## config.mk

```make
export PLATFORM = sky130hd
export DESIGN_NAME = wall_follow_pid_steering_flat
export DESIGN_NICKNAME = d
export VERILOG_FILES = /design/src/hdl/wfps_pkg.sv /design/src/hdl/wfps_sample_if.sv /design/src/hdl/wfps_command_if.sv /design/src/hdl/wfps_track.sv /design/src/hdl/wfps_mult.sv /design/src/hdl/wfps_band.sv /design/src/hdl/wall_follow_pid_steering.sv /design/src/flat_wrapper.sv
export VERILOG_INCLUDE_DIRS = /design/src /design/src/hdl
export SDC_FILE = /design/constraint.sdc
export NUM_CORES = 2
export LEC_CHECK = 0
export ABC_AREA = 1
export BUFFER_PORTS_ARGS = -buffer_cell sky130_fd_sc_hd__buf_4
export CAP_MARGIN = 20
export CORE_MARGIN = 1
export CORE_UTILIZATION = 55
export DETAILED_ROUTE_END_ITERATION = 7
export HOLD_SLACK_MARGIN = 0.05
export PLACE_DENSITY = 0.72
export SLEW_MARGIN = 20
export SYNTH_ARGS = -nofsm -noshare
export SYNTH_HDL_FRONTEND = slang
export SYNTH_SLANG_ARGS = --single-unit
```

## constraint.sdc

```tcl
create_clock -name clk -period 6 [get_ports clk]
set_input_delay 1.2 -clock clk [delete_from_list [all_inputs] [get_ports clk]]
set_output_delay 1.2 -clock clk [all_outputs]
set_load 0.005 [all_outputs]
```

## src/hdl/wall_follow_pid_steering_assert.svh

```systemverilog
// Assertion macros for the wall-follow steering block.
// Included by the top level; expands to nothing when SYNTH is defined.
`ifndef WALL_FOLLOW_PID_STEERING_ASSERT_SVH
`define WALL_FOLLOW_PID_STEERING_ASSERT_SVH

`ifndef SYNTH
`define WFPS_ASSERT(lbl, ck, rs, a, c, m) \
  lbl: assert property (@(posedge ck) disable iff (rs) (a) |-> (c)) else $error(m);
`define WFPS_ASSERT_NEXT(lbl, ck, rs, a, c, m) \
  lbl: assert property (@(posedge ck) disable iff (rs) (a) |=> (c)) else $error(m);
`else
`define WFPS_ASSERT(lbl, ck, rs, a, c, m)
`define WFPS_ASSERT_NEXT(lbl, ck, rs, a, c, m)
`endif

`endif

```

## src/hdl/wfps_pkg.sv

```systemverilog
// Shared types, codes and constants for the wall-follow steering block.
// No dependencies.
package wfps_pkg;

  // register indexes on the config port
  localparam logic [1:0] REG_PROP_GAIN  = 2'd0;
  localparam logic [1:0] REG_INTEG_GAIN = 2'd1;
  localparam logic [1:0] REG_DERIV_GAIN = 2'd2;
  localparam logic [1:0] REG_TARGET     = 2'd3;

  localparam logic [15:0] PROP_GAIN_RST  = 16'd2048;
  localparam logic [15:0] INTEG_GAIN_RST = 16'd205;
  localparam logic [15:0] DERIV_GAIN_RST = 16'd819;
  localparam logic [11:0] TARGET_RST     = 12'd1800;

  // what an item turns into after the state stage
  localparam logic [1:0] CLS_PID  = 2'd0;
  localparam logic [1:0] CLS_SPIN = 2'd1;
  localparam logic [1:0] CLS_NONE = 2'd2;

  localparam logic [2:0] MAN_STRAIGHT   = 3'd0;
  localparam logic [2:0] MAN_SOFT_LEFT  = 3'd1;
  localparam logic [2:0] MAN_HARD_LEFT  = 3'd2;
  localparam logic [2:0] MAN_SOFT_RIGHT = 3'd3;
  localparam logic [2:0] MAN_HARD_RIGHT = 3'd4;
  localparam logic [2:0] MAN_SPIN       = 3'd5;
  localparam logic [2:0] MAN_NONE       = 3'd6;

  localparam logic [11:0] FAR_FRONT  = 12'd3000;
  localparam logic [11:0] FAR_RIGHT  = 12'd1000;
  localparam logic [11:0] NEAR_FRONT = 12'd850;
  localparam int SUM_LIMIT = 20000;
  localparam int SUM_RESET = 10000;

  // band edges in accumulator units (output * 4096 * 20)
  localparam logic signed [39:0] BAND_LOW  = 40'sd1638400;
  localparam logic signed [39:0] BAND_MID  = 40'sd40960000;
  localparam logic signed [39:0] BAND_HIGH = 40'sd81920000;

  typedef struct packed {
    logic [1:0]          cls;
    logic signed [17:0]  err20;    // 20 * error
    logic signed [22:0]  diff400;  // 400 * (error - last error)
    logic signed [15:0]  sum;      // clamped error sum
  } track_t;

  typedef struct packed {
    logic [1:0]          cls;
    logic signed [33:0]  p_term;
    logic signed [38:0]  d_term;
    logic signed [31:0]  i_term;
  } prod_t;

  typedef struct packed {
    logic [7:0] left_power;
    logic [7:0] right_power;
    logic       left_dir;
  } drive_t;

  function automatic drive_t drive_of(input logic [2:0] man);
    drive_t d;
    d = '0;
    case (man)
      MAN_STRAIGHT:   d = '{8'd250, 8'd250, 1'b0};
      MAN_SOFT_LEFT:  d = '{8'd225, 8'd125, 1'b0};
      MAN_HARD_LEFT:  d = '{8'd250, 8'd50,  1'b0};
      MAN_SOFT_RIGHT: d = '{8'd125, 8'd225, 1'b0};
      MAN_HARD_RIGHT: d = '{8'd50,  8'd250, 1'b0};
      MAN_SPIN:       d = '{8'd250, 8'd250, 1'b1};
      default:        d = '0;
    endcase
    return d;
  endfunction

endpackage

```

## src/hdl/wfps_sample_if.sv

```systemverilog
// Input channel of the wall-follow steering block: two distance samples and abort.
// No dependencies.
interface wfps_sample_if;
  logic        valid;
  logic        ready;
  logic [11:0] right_sample;
  logic [11:0] front_sample;
  logic        abort_turn;

  modport source (output valid, right_sample, front_sample, abort_turn, input ready);
  modport sink   (input valid, right_sample, front_sample, abort_turn, output ready);
endinterface

```

## src/hdl/wfps_command_if.sv

```systemverilog
// Output channel of the wall-follow steering block: motor powers, pins, maneuver.
// No dependencies.
interface wfps_command_if;
  logic       valid;
  logic       ready;
  logic [7:0] left_power;
  logic [7:0] right_power;
  logic       left_dir_pin;
  logic       right_dir_pin;
  logic [2:0] maneuver;

  modport source (output valid, left_power, right_power, left_dir_pin, right_dir_pin,
                  maneuver, input ready);
  modport sink   (input valid, left_power, right_power, left_dir_pin, right_dir_pin,
                  maneuver, output ready);
endinterface

```

## src/hdl/wfps_track.sv

```systemverilog
// Input register plus loop state: error, clamped error sum, turn mode.
// Depends on wfps_pkg and wfps_sample_if.
module wfps_track (
  input  logic                 clk,
  input  logic                 rst,
  wfps_sample_if.sink          sample,
  input  logic [11:0]          target_distance,
  output logic                 trk_valid,
  input  logic                 trk_ready,
  output wfps_pkg::track_t     trk_data
);
  import wfps_pkg::*;

  logic        in_valid;
  logic        in_ready;
  logic [11:0] right;
  logic [11:0] front;
  logic        abort_now;
  logic        advance;

  logic               turning;
  logic signed [12:0] last_error;
  logic signed [15:0] err_sum;

  logic               turning_next;
  logic signed [12:0] last_error_next;
  logic signed [15:0] err_sum_next;
  track_t             trk_next;

  logic signed [12:0] err;
  logic signed [16:0] sum_raw;
  logic signed [15:0] sum_clamped;
  logic signed [13:0] diff;
  logic signed [17:0] err_ext;
  logic signed [22:0] diff_ext;

  assign in_ready     = !in_valid || trk_ready;
  assign sample.ready = in_ready;
  assign advance      = in_valid && trk_ready;

  always_comb begin
    err      = $signed({1'b0, target_distance}) - $signed({1'b0, right});
    sum_raw  = $signed({err_sum[15], err_sum}) + $signed({{4{err[12]}}, err});
    if (sum_raw < -SUM_LIMIT) begin
      sum_clamped = -16'sd10000;
    end else if (sum_raw > SUM_LIMIT) begin
      sum_clamped = 16'sd10000;
    end else begin
      sum_clamped = sum_raw[15:0];
    end
    diff     = $signed({err[12], err}) - $signed({last_error[12], last_error});
    err_ext  = {{5{err[12]}}, err};
    diff_ext = {{9{diff[13]}}, diff};

    turning_next    = turning;
    last_error_next = last_error;
    err_sum_next    = err_sum;
    trk_next.cls     = CLS_PID;
    trk_next.err20   = (err_ext <<< 4) + (err_ext <<< 2);
    trk_next.diff400 = (diff_ext <<< 8) + (diff_ext <<< 7) + (diff_ext <<< 4);
    trk_next.sum     = sum_clamped;

    if (turning) begin
      if (abort_now) begin
        turning_next = 1'b0;
        err_sum_next = '0;
        trk_next.cls = CLS_NONE;
      end else begin
        trk_next.cls = CLS_SPIN;
        if (front < NEAR_FRONT) begin
          turning_next = 1'b0;
          err_sum_next = '0;
        end
      end
    end else begin
      last_error_next = err;
      err_sum_next    = sum_clamped;
      // far wall ahead and open on the right: start a U-turn, or clear the sum on abort
      if (front > FAR_FRONT && right > FAR_RIGHT) begin
        trk_next.cls = CLS_NONE;
        if (abort_now) begin
          err_sum_next = '0;
        end else begin
          turning_next = 1'b1;
        end
      end
    end
  end

  always_ff @(posedge clk) begin
    if (rst) begin
      in_valid   <= 1'b0;
      trk_valid  <= 1'b0;
      turning    <= 1'b0;
      last_error <= '0;
      err_sum    <= '0;
    end else begin
      if (in_ready) begin
        in_valid <= sample.valid;
      end
      if (trk_ready) begin
        trk_valid <= in_valid;
      end
      if (advance) begin
        turning    <= turning_next;
        last_error <= last_error_next;
        err_sum    <= err_sum_next;
      end
    end
  end

  always_ff @(posedge clk) begin
    if (sample.valid && in_ready) begin
      right     <= sample.right_sample;
      front     <= sample.front_sample;
      abort_now <= sample.abort_turn;
    end
    if (advance) begin
      trk_data <= trk_next;
    end
  end

endmodule

```

## src/hdl/wfps_mult.sv

```systemverilog
// Gain products stage: three signed-by-unsigned multiplies, registered.
// Depends on wfps_pkg.
module wfps_mult (
  input  logic              clk,
  input  logic              rst,
  input  logic [15:0]       prop_gain,
  input  logic [15:0]       integ_gain,
  input  logic [15:0]       deriv_gain,
  input  logic              trk_valid,
  output logic              trk_ready,
  input  wfps_pkg::track_t  trk_data,
  output logic              prd_valid,
  input  logic              prd_ready,
  output wfps_pkg::prod_t   prd_data
);
  import wfps_pkg::*;

  logic signed [34:0] p_full;
  logic signed [39:0] d_full;
  logic signed [32:0] i_full;

  assign trk_ready = !prd_valid || prd_ready;

  assign p_full = $signed({1'b0, prop_gain})  * trk_data.err20;
  assign d_full = $signed({1'b0, deriv_gain}) * trk_data.diff400;
  assign i_full = $signed({1'b0, integ_gain}) * trk_data.sum;

  always_ff @(posedge clk) begin
    if (rst) begin
      prd_valid <= 1'b0;
    end else if (trk_ready) begin
      prd_valid <= trk_valid;
    end
  end

  // magnitudes stay inside the narrower fields; the top bits are sign copies
  always_ff @(posedge clk) begin
    if (trk_valid && trk_ready) begin
      prd_data.cls    <= trk_data.cls;
      prd_data.p_term <= p_full[33:0];
      prd_data.d_term <= d_full[38:0];
      prd_data.i_term <= i_full[31:0];
    end
  end

endmodule

```

## src/hdl/wfps_band.sv

```systemverilog
// Sum of gain products, band compare and result register.
// Depends on wfps_pkg and wfps_command_if.
module wfps_band (
  input  logic             clk,
  input  logic             rst,
  input  logic             prd_valid,
  output logic             prd_ready,
  input  wfps_pkg::prod_t  prd_data,
  wfps_command_if.source   command
);
  import wfps_pkg::*;

  logic signed [39:0] acc;
  logic [2:0]         man;
  drive_t             drv;
  logic               out_valid;

  assign prd_ready     = !out_valid || command.ready;
  assign command.valid = out_valid;

  assign acc = $signed({{6{prd_data.p_term[33]}}, prd_data.p_term})
             + $signed({prd_data.d_term[38], prd_data.d_term})
             + $signed({{8{prd_data.i_term[31]}}, prd_data.i_term});

  always_comb begin
    case (prd_data.cls)
      CLS_PID: begin
        if (acc > BAND_LOW && acc < BAND_MID) begin
          man = MAN_SOFT_LEFT;
        end else if (acc > BAND_MID) begin
          man = MAN_HARD_LEFT;
        end else if (acc < -BAND_LOW && acc > -BAND_HIGH) begin
          man = MAN_SOFT_RIGHT;
        end else if (acc < -BAND_MID) begin
          man = MAN_HARD_RIGHT;
        end else begin
          man = MAN_STRAIGHT;
        end
      end
      CLS_SPIN: man = MAN_SPIN;
      default:  man = MAN_NONE;
    endcase
    drv = drive_of(man);
  end

  always_ff @(posedge clk) begin
    if (rst) begin
      out_valid <= 1'b0;
    end else if (prd_ready) begin
      out_valid <= prd_valid;
    end
  end

  always_ff @(posedge clk) begin
    if (prd_valid && prd_ready) begin
      command.left_power    <= drv.left_power;
      command.right_power   <= drv.right_power;
      command.left_dir_pin  <= drv.left_dir;
      command.right_dir_pin <= 1'b0;
      command.maneuver      <= man;
    end
  end

endmodule

```

## src/hdl/wall_follow_pid_steering.sv

```systemverilog
// Top level of the wall-follow PID steering block: config registers and stage wiring.
// Depends on wfps_pkg, the two channel interfaces, wfps_track, wfps_mult, wfps_band.
`include "wall_follow_pid_steering_assert.svh"

// Four register stages: input register, error and loop-state update, gain
// products, band decode into the result register. A sample passes through them
// in that order, and one sample is taken per cycle as long as results are
// drained; a stage holds only while the product and result stages, where they
// lie after it, are full and the result side is stalled.
// The error sum, last error and turn flag update as an item leaves the input
// register, so the next sample already sees them, with no gap. Write the
// gain and target registers only while no item is in flight.
module wall_follow_pid_steering (
  input  logic            clk,
  input  logic            rst,
  wfps_sample_if.sink     sample,
  wfps_command_if.source  command,
  input  logic            cfg_wr_en,
  input  logic [1:0]      cfg_index,
  input  logic [15:0]     cfg_data
);
  import wfps_pkg::*;

  logic [15:0] prop_gain;
  logic [15:0] integ_gain;
  logic [15:0] deriv_gain;
  logic [11:0] target_distance;

  logic   s1_valid;
  logic   s1_ready;
  track_t s1_data;
  logic   s2_valid;
  logic   s2_ready;
  prod_t  s2_data;

  always_ff @(posedge clk) begin
    if (rst) begin
      prop_gain       <= PROP_GAIN_RST;
      integ_gain      <= INTEG_GAIN_RST;
      deriv_gain      <= DERIV_GAIN_RST;
      target_distance <= TARGET_RST;
    end else if (cfg_wr_en) begin
      unique case (cfg_index)
        REG_PROP_GAIN:  prop_gain       <= cfg_data;
        REG_INTEG_GAIN: integ_gain      <= cfg_data;
        REG_DERIV_GAIN: deriv_gain      <= cfg_data;
        REG_TARGET:     target_distance <= cfg_data[11:0];
      endcase
    end
  end

  wfps_track u_track (
    .clk             (clk),
    .rst             (rst),
    .sample          (sample),
    .target_distance (target_distance),
    .trk_valid       (s1_valid),
    .trk_ready       (s1_ready),
    .trk_data        (s1_data)
  );

  wfps_mult u_mult (
    .clk        (clk),
    .rst        (rst),
    .prop_gain  (prop_gain),
    .integ_gain (integ_gain),
    .deriv_gain (deriv_gain),
    .trk_valid  (s1_valid),
    .trk_ready  (s1_ready),
    .trk_data   (s1_data),
    .prd_valid  (s2_valid),
    .prd_ready  (s2_ready),
    .prd_data   (s2_data)
  );

  wfps_band u_band (
    .clk       (clk),
    .rst       (rst),
    .prd_valid (s2_valid),
    .prd_ready (s2_ready),
    .prd_data  (s2_data),
    .command   (command)
  );

  `WFPS_ASSERT(a_sum_in_range, clk, rst, s1_valid, s1_data.sum <= SUM_LIMIT && s1_data.sum >= -SUM_LIMIT, "error sum escaped its clamp")
  `WFPS_ASSERT_NEXT(a_prod_hold, clk, rst, s2_valid && !s2_ready, s2_valid && $stable(s2_data), "product stage lost a stalled item")
  `WFPS_ASSERT(a_dir_only_spin, clk, rst, command.valid && command.left_dir_pin, command.maneuver == MAN_SPIN, "left direction pin outside spin")
  `WFPS_ASSERT(a_none_is_off, clk, rst, command.valid && command.maneuver == MAN_NONE, command.left_power == 8'd0 && command.right_power == 8'd0 && !command.left_dir_pin, "no-command result drives motors")

endmodule

```

## src/flat_wrapper.sv

```systemverilog
// flat-port wrapper written by rule: the top's interface ports become plain ports
module wall_follow_pid_steering_flat import wfps_pkg::*;
  (clk, rst, cfg_wr_en, cfg_index, cfg_data, sample_valid, sample_right_sample, sample_front_sample, sample_abort_turn, sample_ready, command_valid, command_left_power, command_right_power, command_left_dir_pin, command_right_dir_pin, command_maneuver, command_ready);
  wfps_sample_if sample_i ();
  wfps_command_if command_i ();
  input  logic clk;
  input  logic rst;
  input  logic cfg_wr_en;
  input  logic [1:0] cfg_index;
  input  logic [15:0] cfg_data;
  input wire logic [$bits(sample_i.valid)-1:0] sample_valid;
  input wire logic [$bits(sample_i.right_sample)-1:0] sample_right_sample;
  input wire logic [$bits(sample_i.front_sample)-1:0] sample_front_sample;
  input wire logic [$bits(sample_i.abort_turn)-1:0] sample_abort_turn;
  output wire logic [$bits(sample_i.ready)-1:0] sample_ready;
  output wire logic [$bits(command_i.valid)-1:0] command_valid;
  output wire logic [$bits(command_i.left_power)-1:0] command_left_power;
  output wire logic [$bits(command_i.right_power)-1:0] command_right_power;
  output wire logic [$bits(command_i.left_dir_pin)-1:0] command_left_dir_pin;
  output wire logic [$bits(command_i.right_dir_pin)-1:0] command_right_dir_pin;
  output wire logic [$bits(command_i.maneuver)-1:0] command_maneuver;
  input wire logic [$bits(command_i.ready)-1:0] command_ready;
  assign sample_i.valid = sample_valid;
  assign sample_i.right_sample = sample_right_sample;
  assign sample_i.front_sample = sample_front_sample;
  assign sample_i.abort_turn = sample_abort_turn;
  assign sample_ready = sample_i.ready;
  assign command_valid = command_i.valid;
  assign command_left_power = command_i.left_power;
  assign command_right_power = command_i.right_power;
  assign command_left_dir_pin = command_i.left_dir_pin;
  assign command_right_dir_pin = command_i.right_dir_pin;
  assign command_maneuver = command_i.maneuver;
  assign command_i.ready = command_ready;
  wall_follow_pid_steering u_core (.clk(clk), .rst(rst), .sample(sample_i), .command(command_i), .cfg_wr_en(cfg_wr_en), .cfg_index(cfg_index), .cfg_data(cfg_data));
endmodule
```

==> impl_metrics.json <==
{
  "syn_inst": 5895,
  "fill_cells": 7369,
  "grtUsageMet2_pct": 47.7,
  "grt.busiest_layer": "met2",
  "die_x_um": 296,
  "max_freq_ghz": 0.169,
  "tightest_slew_ns": 0.941,
  "antenna_found_initial": 4,
  "rsz0062_at_grt": "yes",
  "ys_types": 48,
  "grt_overflow": 0,
  "dp_slack_ns": -0.0122,
  "synthesis.nets": 7144,
  "cts_buffers": 38,
  "yosysMostFrequentCell": "inv_1",
  "yosys.area.top_type": "fa_1",
  "port_buffers": 69,
  "worst_slack_ns": 0.0946,
  "wirelength_um": 121000,
  "num_vias": 37395,
  "multi_input_area_um2": 33500,
  "yosys.area_share.simple_pct": 17.1,
  "via_per_inst": 5.16,
  "crit_type": "register to register",
  "hold_depth": 2,
  "drc": 0,
  "path_max_fanout": 8,
  "required_ns": 6.33,
  "rr_startpoint": "u_core.u_track.trk_data[2]$_DFFE_PP_",
  "grt_pass1_vias": 38431,
  "start_util_pct": 55.6,
  "outcome": "complete, no violations",
  "ys.flop_type": "edfxtp_1",
  "cap_violations": 0,
  "reg2reg_slack_ns": 0.09,
  "synth_xor_area_share_pct": 2.97,
  "seq_area_frac_synth_pct": 16.3,
  "r2r_cells": 23,
  "syn2layout_area_growth_pct": 11.7,
  "nets": 7324,
  "hold_class": "register to register",
  "hold_viol": 0,
  "crit_arrival_ns": 6.23,
  "syn_avg_cell_area_um2": 8.06,
  "cts.sinks": 290,
  "synthTopCellsByCount": "inv_1, nand2_1, fa_1",
  "ys_seq_elements": 290,
  "track_usage_pct": 29.0,
  "grt_max_degree": 67,
  "wl_per_cell_um": 16.7,
  "first_pass_iters": 7,
  "cts_tree": "built",
  "rows": 107,
  "slew_viol_final": 0,
  "finalCritPeriodShare_pct": 98.4,
  "hold_end": "u_core.u_track.last_error[4]$_SDFFE_PP0P_",
  "path_clk_slew_ns": 0.07,
  "fp.dieH_um": 296,
  "synth_top_family_by_area": "adder cells",
  "grt_pass1_wl_um": 198000,
  "layout-drive-gt1-share_pct": 10.7,
  "rr_endpoint": "u_core.u_mult.prd_data[28]$_DFFE_PP_",
  "yosys_warnings": 0,
  "min_from": "u_core.u_track.last_error[4]$_SDFFE_PP0P_",
  "drtAntennaViolNets": 0,
  "core_area_um2": 85400,
  "maxSlewHeadroom_pct": 37.3,
  "min_period_ns": 5.91,
  "synth_mux_area_share_pct": 0,
  "tns_ns": 0,
  "synth_compound_area_share_pct": 4.68,
  "synth_area_um2": 47500,
  "place_hpwl_um": 101000,
  "cts.path.max_buffers": 3,
  "fin_worst_skew_ns": 0.0381,
  "htreeDepth": 2,
  "setup_viol": 0,
  "drt_iter0_markers": 2762,
  "synth_top_area_share_pct": 34.1,
  "crit_path_end_kind": "register",
  "met3_usage_pct": 4.04,
  "synth_edf_count": 196,
  "gp_congestion": 0.948,
  "synth_fa_ha_area_share_pct": 44.4,
  "synth_area_leaders": "fa_1, inv_1, edfxtp_1, nand2_1, ha_1",
  "pin_count": 71,
  "synth-async-reset-ratio_pct": 0,
  "startpoint_type": "register",
  "dieArea_um2": 87600,
  "clock-root-buffer": "clkbuf_16",
  "grt_use_met1_pct": 39.1,
  "worstSkewPairLatency_ns": 0.60,
  "area.sequential_um2": 7790
}
==> stage by stage <==
step                      instances  hold slack [ns]  util [%]  instance area, µm²
after floorplan                5895            0.400         -               47500
after global placement         7132            0.451      59.4               50700
after detailed placement       7132            0.456      59.4               50700
after CTS                      7205            0.464      60.9               52000
after global routing           7248            0.490      62.1               53100
final                          7251            0.465      62.1               53100
==> critical path: stages (launching register included) <==
cell and delay, ns:
edfxtp_1 0.56, buf_4 0.17, nand2_1 0.06, fa_1 0.52
inv_1 0.05, fa_1 0.47, inv_1 0.05, fa_1 0.49
inv_1 0.05, fa_1 0.51, inv_1 0.07, fa_1 0.53
inv_1 0.06, fa_1 0.48, ha_1 0.32, nand2_1 0.11
nor2_1 0.08, a21o_1 0.19, a21oi_2 0.13, inv_1 0.07
a21oi_2 0.22, o21bai_2 0.10, a31oi_1 0.22, xor2_1 0.10
==> cells in the final DEF (no fill, tap or decap), drive strengths merged, types with 59 or more instances in the layout <==
master and instances:
a21oi 217, buf 365, dfxtp 94, edfxtp 196, fa 809, ha 392, inv 1604, nand2 1477
nand3 166, nor2 267, o21ai 126, xnor2 59, xor2 102
==> sequential cells by signal, summed over array words and instances (netlist names) <==
register                            count
u_core.deriv_gain                      16
u_core.integ_gain                      16
u_core.prop_gain                       16
u_core.target_distance                 12
u_core.u_band.command.left_dir_pin      1
u_core.u_band.command.left_power        8
u_core.u_band.command.maneuver          3
u_core.u_band.command.right_power       5
u_core.u_band.command.valid             1
u_core.u_mult.prd_data                101
u_core.u_mult.prd_valid                 1
u_core.u_track.abort_now                1
u_core.u_track.err_sum                 16
u_core.u_track.front                   12
u_core.u_track.in_valid                 1
u_core.u_track.last_error              13
u_core.u_track.right                   12
u_core.u_track.trk_data                53
u_core.u_track.trk_valid                1
u_core.u_track.turning                  1
==> layer usage <==
metal  routed length (µm)  vias up  part of all wire (%)
met5                   27        -                 0.022
met4                 5000        4                   4.1
met3                 8270      215                   6.8
met2                56200     1258                    47
met1                51300    18246                    42
li1                     -    17672                     -
==> cell type report <==
cell class | count | share of cell area (%)
tap | 1144 | 2.70
sequential | 290 | 14.7
clock inverter | 23 | 0.497
inverter | 1603 | 11.3
antenna | 4 | 0.0189
clock buffer | 45 | 1.88
timing repair buffer | 365 | 5.78
multi-input combinational | 3777 | 63.1
==> cell families after synthesis <==
group,count (synthesis)
AO/OA/AOI/OAI,410
AND/OR/NAND/NOR,2004
flip-flops,290
buffers and inverters,1828
XOR/XNOR,161
other,1
adder cells (fa/ha/maj),1201
==> worst max path at each step <==
| stage | start | end | cells past startpoint |
|---|---|---|---|
| floorplan | u_core.u_track.trk_data[38]$_DFFE_PP_ | u_core.u_mult.prd_data[70]$_DFFE_PP_ | 21 |
| global placement | u_core.u_track.trk_data[38]$_DFFE_PP_ | u_core.u_mult.prd_data[69]$_DFFE_PP_ | 17 |
| detailed placement | u_core.u_track.trk_data[5]$_DFFE_PP_ | u_core.u_mult.prd_data[29]$_DFFE_PP_ | 24 |
| CTS | u_core.integ_gain[10]$_SDFFE_PP0P_ | u_core.u_mult.prd_data[28]$_DFFE_PP_ | 19 |
| global route | u_core.u_track.trk_data[48]$_DFFE_PP_ | u_core.u_mult.prd_data[103]$_DFFE_PP_ | 26 |
| finish | u_core.u_track.trk_data[2]$_DFFE_PP_ | u_core.u_mult.prd_data[28]$_DFFE_PP_ | 23 |
==> timing repair <==
item	in CTS	in global routing
pin swaps	0	47
buffers inserted	5	42
hold buffers	0	0
gates resized for setup	5	149
setup endpoints to repair	4	45
Power is not shown: default switching activity piles up to over one toggle a cycle in this logic, so the estimate is an artifact.
